===== src/rtl/clock_divider_counter_word_defines.svh =====
// Assertion macros used by the counter word encoder top level.
`ifndef CLOCK_DIVIDER_COUNTER_WORD_DEFINES_SVH
`define CLOCK_DIVIDER_COUNTER_WORD_DEFINES_SVH

// same-cycle implication, disabled in reset
`define CDCW_ASSERT_NOW(lbl, clk, rstn, ante, cons, msg) \
	lbl: assert property (@(posedge clk) disable iff (!rstn) (ante) |-> (cons)) \
		else $error(msg);

// next-cycle implication, disabled in reset
`define CDCW_ASSERT_NEXT(lbl, clk, rstn, ante, cons, msg) \
	lbl: assert property (@(posedge clk) disable iff (!rstn) (ante) |=> (cons)) \
		else $error(msg);

`endif


===== src/rtl/cdcw_pkg.sv =====
// Constants, derived widths and types for the counter word encoder.
`default_nettype none
package cdcw_pkg;
	localparam int FRAC_BITS = 10;

	localparam int DIV_W   = 8;
	localparam int PHASE_W = 20;
	localparam int DUTY_W  = 17;
	localparam int WORD_W  = 26;
	localparam int P_W     = 19;
	localparam int TIME_W  = 6;
	localparam int HIGH_W  = 7;
	localparam int MUX_W   = 3;
	localparam int NSTAGE  = 5;

	localparam longint unsigned DUTY_LIMIT  = 100000;
	localparam longint unsigned PHASE_LIMIT = 360000;
	localparam longint unsigned MILLI       = 1000;
	localparam longint unsigned FULL_TURN   = 360;

	localparam logic [DUTY_W-1:0]         DUTY_MAX  = DUTY_W'(DUTY_LIMIT);
	localparam logic signed [PHASE_W-1:0] PHASE_LIM = PHASE_W'(PHASE_LIMIT);

	// duty scaling: fix = floor(duty * 2^F / 100000) = (duty * MD) >> SD
	localparam int SD = DUTY_W + $clog2(DUTY_LIMIT);
	localparam longint unsigned MD =
		((64'd1 << (SD + FRAC_BITS)) + DUTY_LIMIT - 1) / DUTY_LIMIT;
	localparam int MD_W = $clog2(MD + 1);
	localparam int PD_W = DUTY_W + MD_W;

	// phase scaling: pf = floor(p * 2^F / 1000) = (p * MP) >> SP
	localparam int SP = P_W + $clog2(MILLI);
	localparam longint unsigned MP =
		((64'd1 << (SP + FRAC_BITS)) + MILLI - 1) / MILLI;
	localparam int MP_W = $clog2(MP + 1);
	localparam int PP_W = P_W + MP_W;
	localparam int PF_W = FRAC_BITS + $clog2(FULL_TURN);

	// high time product and phase product
	localparam int T_W = FRAC_BITS + DIV_W + 1;
	localparam int Y_W = PF_W + DIV_W;

	// turn scaling: c = floor(y / 360) = (y * MC) >> SC
	localparam int SC = Y_W + $clog2(FULL_TURN);
	localparam longint unsigned MC = ((64'd1 << SC) + FULL_TURN - 1) / FULL_TURN;
	localparam int MC_W = $clog2(MC + 1);
	localparam int PC_W = Y_W + MC_W;
	localparam int C_W  = FRAC_BITS + DIV_W + 1;

	typedef struct packed {
		logic [NSTAGE-1:0] en;
		logic [NSTAGE-1:0] vld;
	} pipe_ctl_t;

	typedef struct packed {
		logic              edge_bit;
		logic              nocount;
		logic [TIME_W-1:0] high;
		logic [TIME_W-1:0] low;
	} div_fields_t;

	typedef struct packed {
		logic [MUX_W-1:0]  mux;
		logic [TIME_W-1:0] delay;
	} phase_fields_t;
endpackage
`default_nettype wire


===== src/rtl/cdcw_ctrl.sv =====
// Stage valid bits and per-stage advance enables for the encoder pipeline.
`default_nettype none
module cdcw_ctrl (
	input  wire               clk,
	input  wire               arst_n,
	input  wire               in_valid,
	input  wire               out_ready,
	output logic              in_ready,
	output cdcw_pkg::pipe_ctl_t ctl
);
	logic [cdcw_pkg::NSTAGE-1:0] vld_q;
	logic [cdcw_pkg::NSTAGE-1:0] en;

	always_comb begin
		en[cdcw_pkg::NSTAGE-1] = !vld_q[cdcw_pkg::NSTAGE-1] || out_ready;
		for (int k = cdcw_pkg::NSTAGE - 2; k >= 0; k--) begin
			en[k] = !vld_q[k] || en[k+1];
		end
	end

	always_ff @(posedge clk or negedge arst_n) begin
		if (!arst_n) begin
			vld_q <= '0;
		end else begin
			if (en[0]) begin
				vld_q[0] <= in_valid;
			end
			for (int k = 1; k < cdcw_pkg::NSTAGE; k++) begin
				if (en[k]) begin
					vld_q[k] <= vld_q[k-1];
				end
			end
		end
	end

	assign in_ready = en[0];
	assign ctl.en   = en;
	assign ctl.vld  = vld_q;
endmodule
`default_nettype wire


===== src/rtl/cdcw_div_enc.sv =====
// Divider part: round high time, apply edge cases, derive low time.
`default_nettype none
module cdcw_div_enc (
	input  wire [cdcw_pkg::T_W-1:0]   t,
	input  wire [cdcw_pkg::DIV_W-1:0] divide,
	input  wire                       duty_err,
	output cdcw_pkg::div_fields_t     fields
);
	localparam int F = cdcw_pkg::FRAC_BITS;

	logic [cdcw_pkg::T_W-1:0]   t_r;
	logic [cdcw_pkg::DIV_W-1:0] high;
	logic [cdcw_pkg::DIV_W-1:0] low;
	logic                       edge_b;

	always_comb begin
		t_r    = t + ({{(cdcw_pkg::T_W-1){1'b0}}, t[F-2]} << (F - 2));
		high   = cdcw_pkg::DIV_W'(t_r[F+cdcw_pkg::HIGH_W-1:F]);
		edge_b = t_r[F-1];
		if (high == '0) begin
			high   = cdcw_pkg::DIV_W'(1);
			edge_b = 1'b0;
		end
		if (high == divide) begin
			high   = divide - cdcw_pkg::DIV_W'(1);
			edge_b = 1'b1;
		end
		low = divide - high;

		fields = '0;
		if (duty_err) begin
			fields = '0;
		end else if (divide == cdcw_pkg::DIV_W'(1)) begin
			fields.high    = cdcw_pkg::TIME_W'(1);
			fields.low     = cdcw_pkg::TIME_W'(1);
			fields.nocount = 1'b1;
		end else begin
			fields.high     = high[cdcw_pkg::TIME_W-1:0];
			fields.low      = low[cdcw_pkg::TIME_W-1:0];
			fields.edge_bit = edge_b;
		end
	end
endmodule
`default_nettype wire


===== src/rtl/cdcw_phase_enc.sv =====
// Phase part: finish the turn scaling, round to eighth steps, split mux and delay.
`default_nettype none
module cdcw_phase_enc (
	input  wire [cdcw_pkg::PC_W-1:0] cprod,
	input  wire                      phase_err,
	output cdcw_pkg::phase_fields_t  fields
);
	localparam int F = cdcw_pkg::FRAC_BITS;

	logic [cdcw_pkg::C_W-1:0] c;
	logic [cdcw_pkg::C_W-1:0] c_r;

	always_comb begin
		c   = {1'b0, cprod[cdcw_pkg::SC+cdcw_pkg::C_W-2:cdcw_pkg::SC]};
		c_r = c + ({{(cdcw_pkg::C_W-1){1'b0}}, c[F-4]} << (F - 4));
		if (phase_err) begin
			fields = '0;
		end else begin
			fields.mux   = c_r[F-1:F-cdcw_pkg::MUX_W];
			fields.delay = c_r[F+cdcw_pkg::TIME_W-1:F];
		end
	end
endmodule
`default_nettype wire


===== src/rtl/clock_divider_counter_word.sv =====
// Top level: five-stage pipeline that encodes divide, phase and duty into a counter word.
//
//   channel  handshake             payload
//   in       in_valid / in_ready   divide_count, phase_millideg, duty_thousandths
//   out      out_valid / out_ready counter_word, duty_error, phase_error
//
// One transaction per cycle while the output is not stalled.
// Stages: input and range checks, scaling multiplies, divide multiplies,
// divider encode with turn multiply, phase encode and packing into the output register.
// Each stage advances when it is empty or its successor advances; a full pipe holds while out_ready is low.
// Reset clears the stage valid bits only.
`default_nettype none
`include "clock_divider_counter_word_defines.svh"
module clock_divider_counter_word (
	input  wire                                clk,
	input  wire                                arst_n,
	input  wire                                in_valid,
	output logic                               in_ready,
	input  wire [cdcw_pkg::DIV_W-1:0]          divide_count,
	input  wire signed [cdcw_pkg::PHASE_W-1:0] phase_millideg,
	input  wire [cdcw_pkg::DUTY_W-1:0]         duty_thousandths,
	output logic                               out_valid,
	input  wire                                out_ready,
	output logic [cdcw_pkg::WORD_W-1:0]        counter_word,
	output logic                               duty_error,
	output logic                               phase_error
);
	localparam int F = cdcw_pkg::FRAC_BITS;

	cdcw_pkg::pipe_ctl_t ctl;

	logic signed [cdcw_pkg::PHASE_W-1:0] phase_wrap;
	logic                                perr_in;
	logic                                derr_in;

	logic [cdcw_pkg::DIV_W-1:0]  div_s1, div_s2, div_s3;
	logic [cdcw_pkg::DUTY_W-1:0] duty_s1;
	logic [cdcw_pkg::P_W-1:0]    p_s1;
	logic                        derr_s1, derr_s2, derr_s3, derr_s4, derr_s5;
	logic                        perr_s1, perr_s2, perr_s3, perr_s4, perr_s5;
	logic [cdcw_pkg::PD_W-1:0]   dprod_s2;
	logic [cdcw_pkg::PP_W-1:0]   pprod_s2;
	logic [cdcw_pkg::T_W-1:0]    t_s3;
	logic [cdcw_pkg::Y_W-1:0]    y_s3;
	logic [cdcw_pkg::PC_W-1:0]   cprod_s4;
	cdcw_pkg::div_fields_t       dfld, dfld_s4;
	cdcw_pkg::phase_fields_t     pfld;
	logic [cdcw_pkg::WORD_W-1:0] word_s5;

	cdcw_ctrl u_ctrl (
		.clk       (clk),
		.arst_n    (arst_n),
		.in_valid  (in_valid),
		.out_ready (out_ready),
		.in_ready  (in_ready),
		.ctl       (ctl)
	);

	assign perr_in    = (phase_millideg < -cdcw_pkg::PHASE_LIM) ||
		(phase_millideg > cdcw_pkg::PHASE_LIM);
	assign derr_in    = duty_thousandths >= cdcw_pkg::DUTY_MAX;
	assign phase_wrap = phase_millideg[cdcw_pkg::PHASE_W-1] ?
		phase_millideg + cdcw_pkg::PHASE_LIM : phase_millideg;

	always_ff @(posedge clk) begin
		if (ctl.en[0]) begin
			div_s1  <= divide_count;
			duty_s1 <= duty_thousandths;
			p_s1    <= phase_wrap[cdcw_pkg::P_W-1:0];
			derr_s1 <= derr_in;
			perr_s1 <= perr_in;
		end
	end

	always_ff @(posedge clk) begin
		if (ctl.en[1]) begin
			div_s2   <= div_s1;
			dprod_s2 <= cdcw_pkg::PD_W'(duty_s1) * cdcw_pkg::PD_W'(cdcw_pkg::MD);
			pprod_s2 <= cdcw_pkg::PP_W'(p_s1) * cdcw_pkg::PP_W'(cdcw_pkg::MP);
			derr_s2  <= derr_s1;
			perr_s2  <= perr_s1;
		end
	end

	always_ff @(posedge clk) begin
		if (ctl.en[2]) begin
			div_s3  <= div_s2;
			t_s3    <= cdcw_pkg::T_W'(dprod_s2[cdcw_pkg::SD+F-1:cdcw_pkg::SD]) *
				cdcw_pkg::T_W'(div_s2);
			y_s3    <= cdcw_pkg::Y_W'(pprod_s2[cdcw_pkg::SP+cdcw_pkg::PF_W-1:cdcw_pkg::SP]) *
				cdcw_pkg::Y_W'(div_s2);
			derr_s3 <= derr_s2;
			perr_s3 <= perr_s2;
		end
	end

	cdcw_div_enc u_div_enc (
		.t        (t_s3),
		.divide   (div_s3),
		.duty_err (derr_s3),
		.fields   (dfld)
	);

	always_ff @(posedge clk) begin
		if (ctl.en[3]) begin
			dfld_s4  <= dfld;
			cprod_s4 <= cdcw_pkg::PC_W'(y_s3) * cdcw_pkg::PC_W'(cdcw_pkg::MC);
			derr_s4  <= derr_s3;
			perr_s4  <= perr_s3;
		end
	end

	cdcw_phase_enc u_phase_enc (
		.cprod     (cprod_s4),
		.phase_err (perr_s4),
		.fields    (pfld)
	);

	always_ff @(posedge clk) begin
		if (ctl.en[4]) begin
			word_s5 <= {2'b00, dfld_s4.edge_bit, dfld_s4.nocount, pfld.delay, pfld.mux,
				1'b0, dfld_s4.high, dfld_s4.low};
			derr_s5 <= derr_s4;
			perr_s5 <= perr_s4;
		end
	end

	assign out_valid    = ctl.vld[cdcw_pkg::NSTAGE-1];
	assign counter_word = word_s5;
	assign duty_error   = derr_s5;
	assign phase_error  = perr_s5;

	`CDCW_ASSERT_NOW(a_duty_err_clears, clk, arst_n, out_valid && duty_error,
		(counter_word[11:0] == '0) && (counter_word[23:22] == '0), "duty error with divider bits")
	`CDCW_ASSERT_NOW(a_phase_err_clears, clk, arst_n, out_valid && phase_error,
		counter_word[21:13] == '0, "phase error with phase bits")
	`CDCW_ASSERT_NOW(a_fixed_zero, clk, arst_n, out_valid,
		(counter_word[25:24] == '0) && !counter_word[12], "reserved word bits set")
	`CDCW_ASSERT_NOW(a_stall_full, clk, arst_n, !in_ready,
		(&ctl.vld) && !out_ready, "input held while pipe has room")
	`CDCW_ASSERT_NEXT(a_drain, clk, arst_n, out_valid && out_ready && !ctl.vld[3],
		!out_valid, "result repeated after drain")
endmodule
`default_nettype wire


===== config.mk =====
export PLATFORM = sky130hd
export DESIGN_NAME = clock_divider_counter_word
export DESIGN_NICKNAME = d
export VERILOG_FILES = /design/src/rtl/cdcw_pkg.sv /design/src/rtl/cdcw_ctrl.sv /design/src/rtl/cdcw_div_enc.sv /design/src/rtl/cdcw_phase_enc.sv /design/src/rtl/clock_divider_counter_word.sv
export VERILOG_INCLUDE_DIRS = /design/src /design/src/rtl
export SDC_FILE = /design/constraint.sdc
export NUM_CORES = 2
export LEC_CHECK = 0
export BUFFER_PORTS_ARGS = -buffer_cell sky130_fd_sc_hd__buf_2
export CAP_MARGIN = 20
export CORE_MARGIN = 2
export CORE_UTILIZATION = 30
export CTS_CLUSTER_DIAMETER = 80
export DETAILED_ROUTE_END_ITERATION = 10
export GPL_TIMING_DRIVEN = 0
export PLACE_DENSITY = 0.52
export SYNTH_ARGS = -nofsm -noshare
export SYNTH_HDL_FRONTEND = slang
export SYNTH_HIERARCHICAL = 1
export SYNTH_SLANG_ARGS = --single-unit

===== constraint.sdc =====
create_clock -name clk -period 7.8 [get_ports clk]
set_clock_uncertainty 0.2 [all_clocks]
set_input_delay 0.78 -clock clk [delete_from_list [all_inputs] [get_ports clk]]
set_output_delay 0.78 -clock clk [all_outputs]
set_load 0.005 [all_outputs]

==> results.ini <==
[synth]
avgSynthCellArea_um2=10.4
syn_area_um2=38600
synthCells=3711
yosysWarnings=6

[layout]
mostFrequentLayoutCells=1066 x inv_1, 712 x ha_1, 683 x fa_1
nNetsFinal=5255
fillCellCount=13100
diodes=0
area_growth_syn_to_layout_pct=8.17
layout-drive-gt1-share=0.0418
final_common_cell=inv_1

[worst_setup_path]
crit_path_end_kind=flop
crit_fanout=9
startpoint_type=flop
cp.arrival_ps=7230
crit_type=flop to flop
worst_ep_required_time_ps=7840

[timing]
fin_crit_sh=0.922
drv_slew=0
fin_tns_setup_ps=0
finalSetupViolations=0
slew_headroom=0.494
hold_viol=0
worst_slew_pin_slew_ps=740
rsz0062_at_grt=false
min_period_ps=7190
max_freq_ghz=0.139

[floorplanning]
coreArea_um2=128000
die_h_um=363
start_util=0.302
die_width_um=363
core.rowCount=131
ioPinCount=79
die_area_um2=131000

[routing]
wl_um=86600
ant_nets=0
drtPass1Iterations=6
post-route-drc-count=0
drtIter0Drc=916
vias=24400
via_per_inst=4.45
wire_per_inst_um=15.8

[grt]
grt_start_max_net_pins=47
grt_remaining_overflow=0
grt_pass1_vias=26600
antenna_found_initial=1
grt_use_total=0.138
grt_pass1_wl_um=142000

[outcome]
status=finished clean

[clocking]
cts_tree=done
ctsResizeCount=0
numCtsBuffers=17
cts.sinks=187
clk_latency_ps=500
cts_root_buf=clkbuf_16
htreeDepth=4
postCtsSetupBuffers=0
clock_path_buffers=2
clk_pin_slew_ps=80

[placed_design]
dpl.hpwl_um=76000
port_buffers=74
gp_congestion=0.867

[min_path]
hp-class=flop to flop

[job]
drv_cap=0

## final cells by class
| class | count | area (um2) | share of cell area |
|---|---|---|---|
| Multi-Input combinational cell | 2405 | 28700 | 0.689 |
| Inverter | 1067 | 4010 | 0.0960 |
| Clock inverter | 14 | 170 | 0.00408 |
| Clock buffer | 18 | 439 | 0.0105 |
| Buffer | 54 | 255 | 0.00612 |
| Tap cell | 1662 | 2080 | 0.0499 |
| Sequential cell | 187 | 5590 | 0.134 |
| Timing Repair Buffer | 79 | 450 | 0.0108 |
## stage by stage
step	cell area [um2]	setup WS [ps]	instances	util	hold slack [ps]
global placement	41000	576	5449	0.322	202
global route	41700	166	5486	0.327	211
floorplan	38600	1580	3713	-	200
detailed placement	41100	617	5453	0.322	205
finish	41700	608	5486	0.327	224
CTS	41700	568	5486	0.327	194
## final timing paths
path / endpoint / slack (ps) / from / cells past startpoint
min in group asynchronous: u_ctrl/vld_q[1]$_DFFE_PN0P_ / 410 / arst_n / 2
hold / removal: counter_word[22]$_DFFE_PP_ / 220 / dfld_s4[12]$_DFFE_PP_ / 0
setup / recovery: dprod_s2[42]$_DFFE_PP_ / 610 / duty_s1[6]$_DFFE_PP_ / 20
max in group asynchronous: u_ctrl/vld_q[4]$_DFFE_PN0P_ / 6850 / arst_n / 2
setup reg to reg: dprod_s2[42]$_DFFE_PP_ / 610 / duty_s1[6]$_DFFE_PP_ / 20
hold reg to reg: counter_word[22]$_DFFE_PP_ / 220 / dfld_s4[12]$_DFFE_PP_ / 0
## timing repair
action                                  4_1_cts  5_1_grt
hold buffers                                  1        0
hold endpoints to repair                      5        0
endpoints found under the setup margin        0        0
## flip-flops by register name (all words and copies together), names as in the netlist, 8 cells and up
name and cells:
duty_s1 17, counter_word 23, y_s3 27, dfld_s4 14, div_s2 8, t_s3 9
cprod_s4 10, pprod_s2 19, p_s1 19, div_s1 8, div_s3 8, dprod_s2 10
## worst max-delay path, cell delays in order (launching register included)
cell and delay, ps:
edfxtp_1 680, fa_1 700, inv_1 80, fa_1 560, inv_1 60, fa_1 470
fa_1 520, inv_1 70, fa_1 530, fa_1 550, inv_1 40, ha_1 300
a21oi_1 150, o21ai_0 100, a221oi_1 460, o221ai_1 290, o2111ai_1 330, nand3b_1 210
a211oi_1 370, o21bai_1 120, xor2_1 150
## metal layers
metal | global-route usage | vias up | share of wire
met1 | 0.190 | 12200 | 0.48
met3 | 0.0151 | 82 | 0.029
met2 | 0.233 | 328 | 0.47
met4 | 0.0317 | 0 | 0.018
met5 | 0 | - | 0
li1 | - | 11900 | -
Power is not shown: default switching activity piles up to over one toggle a cycle in this logic, so the estimate is an artifact.
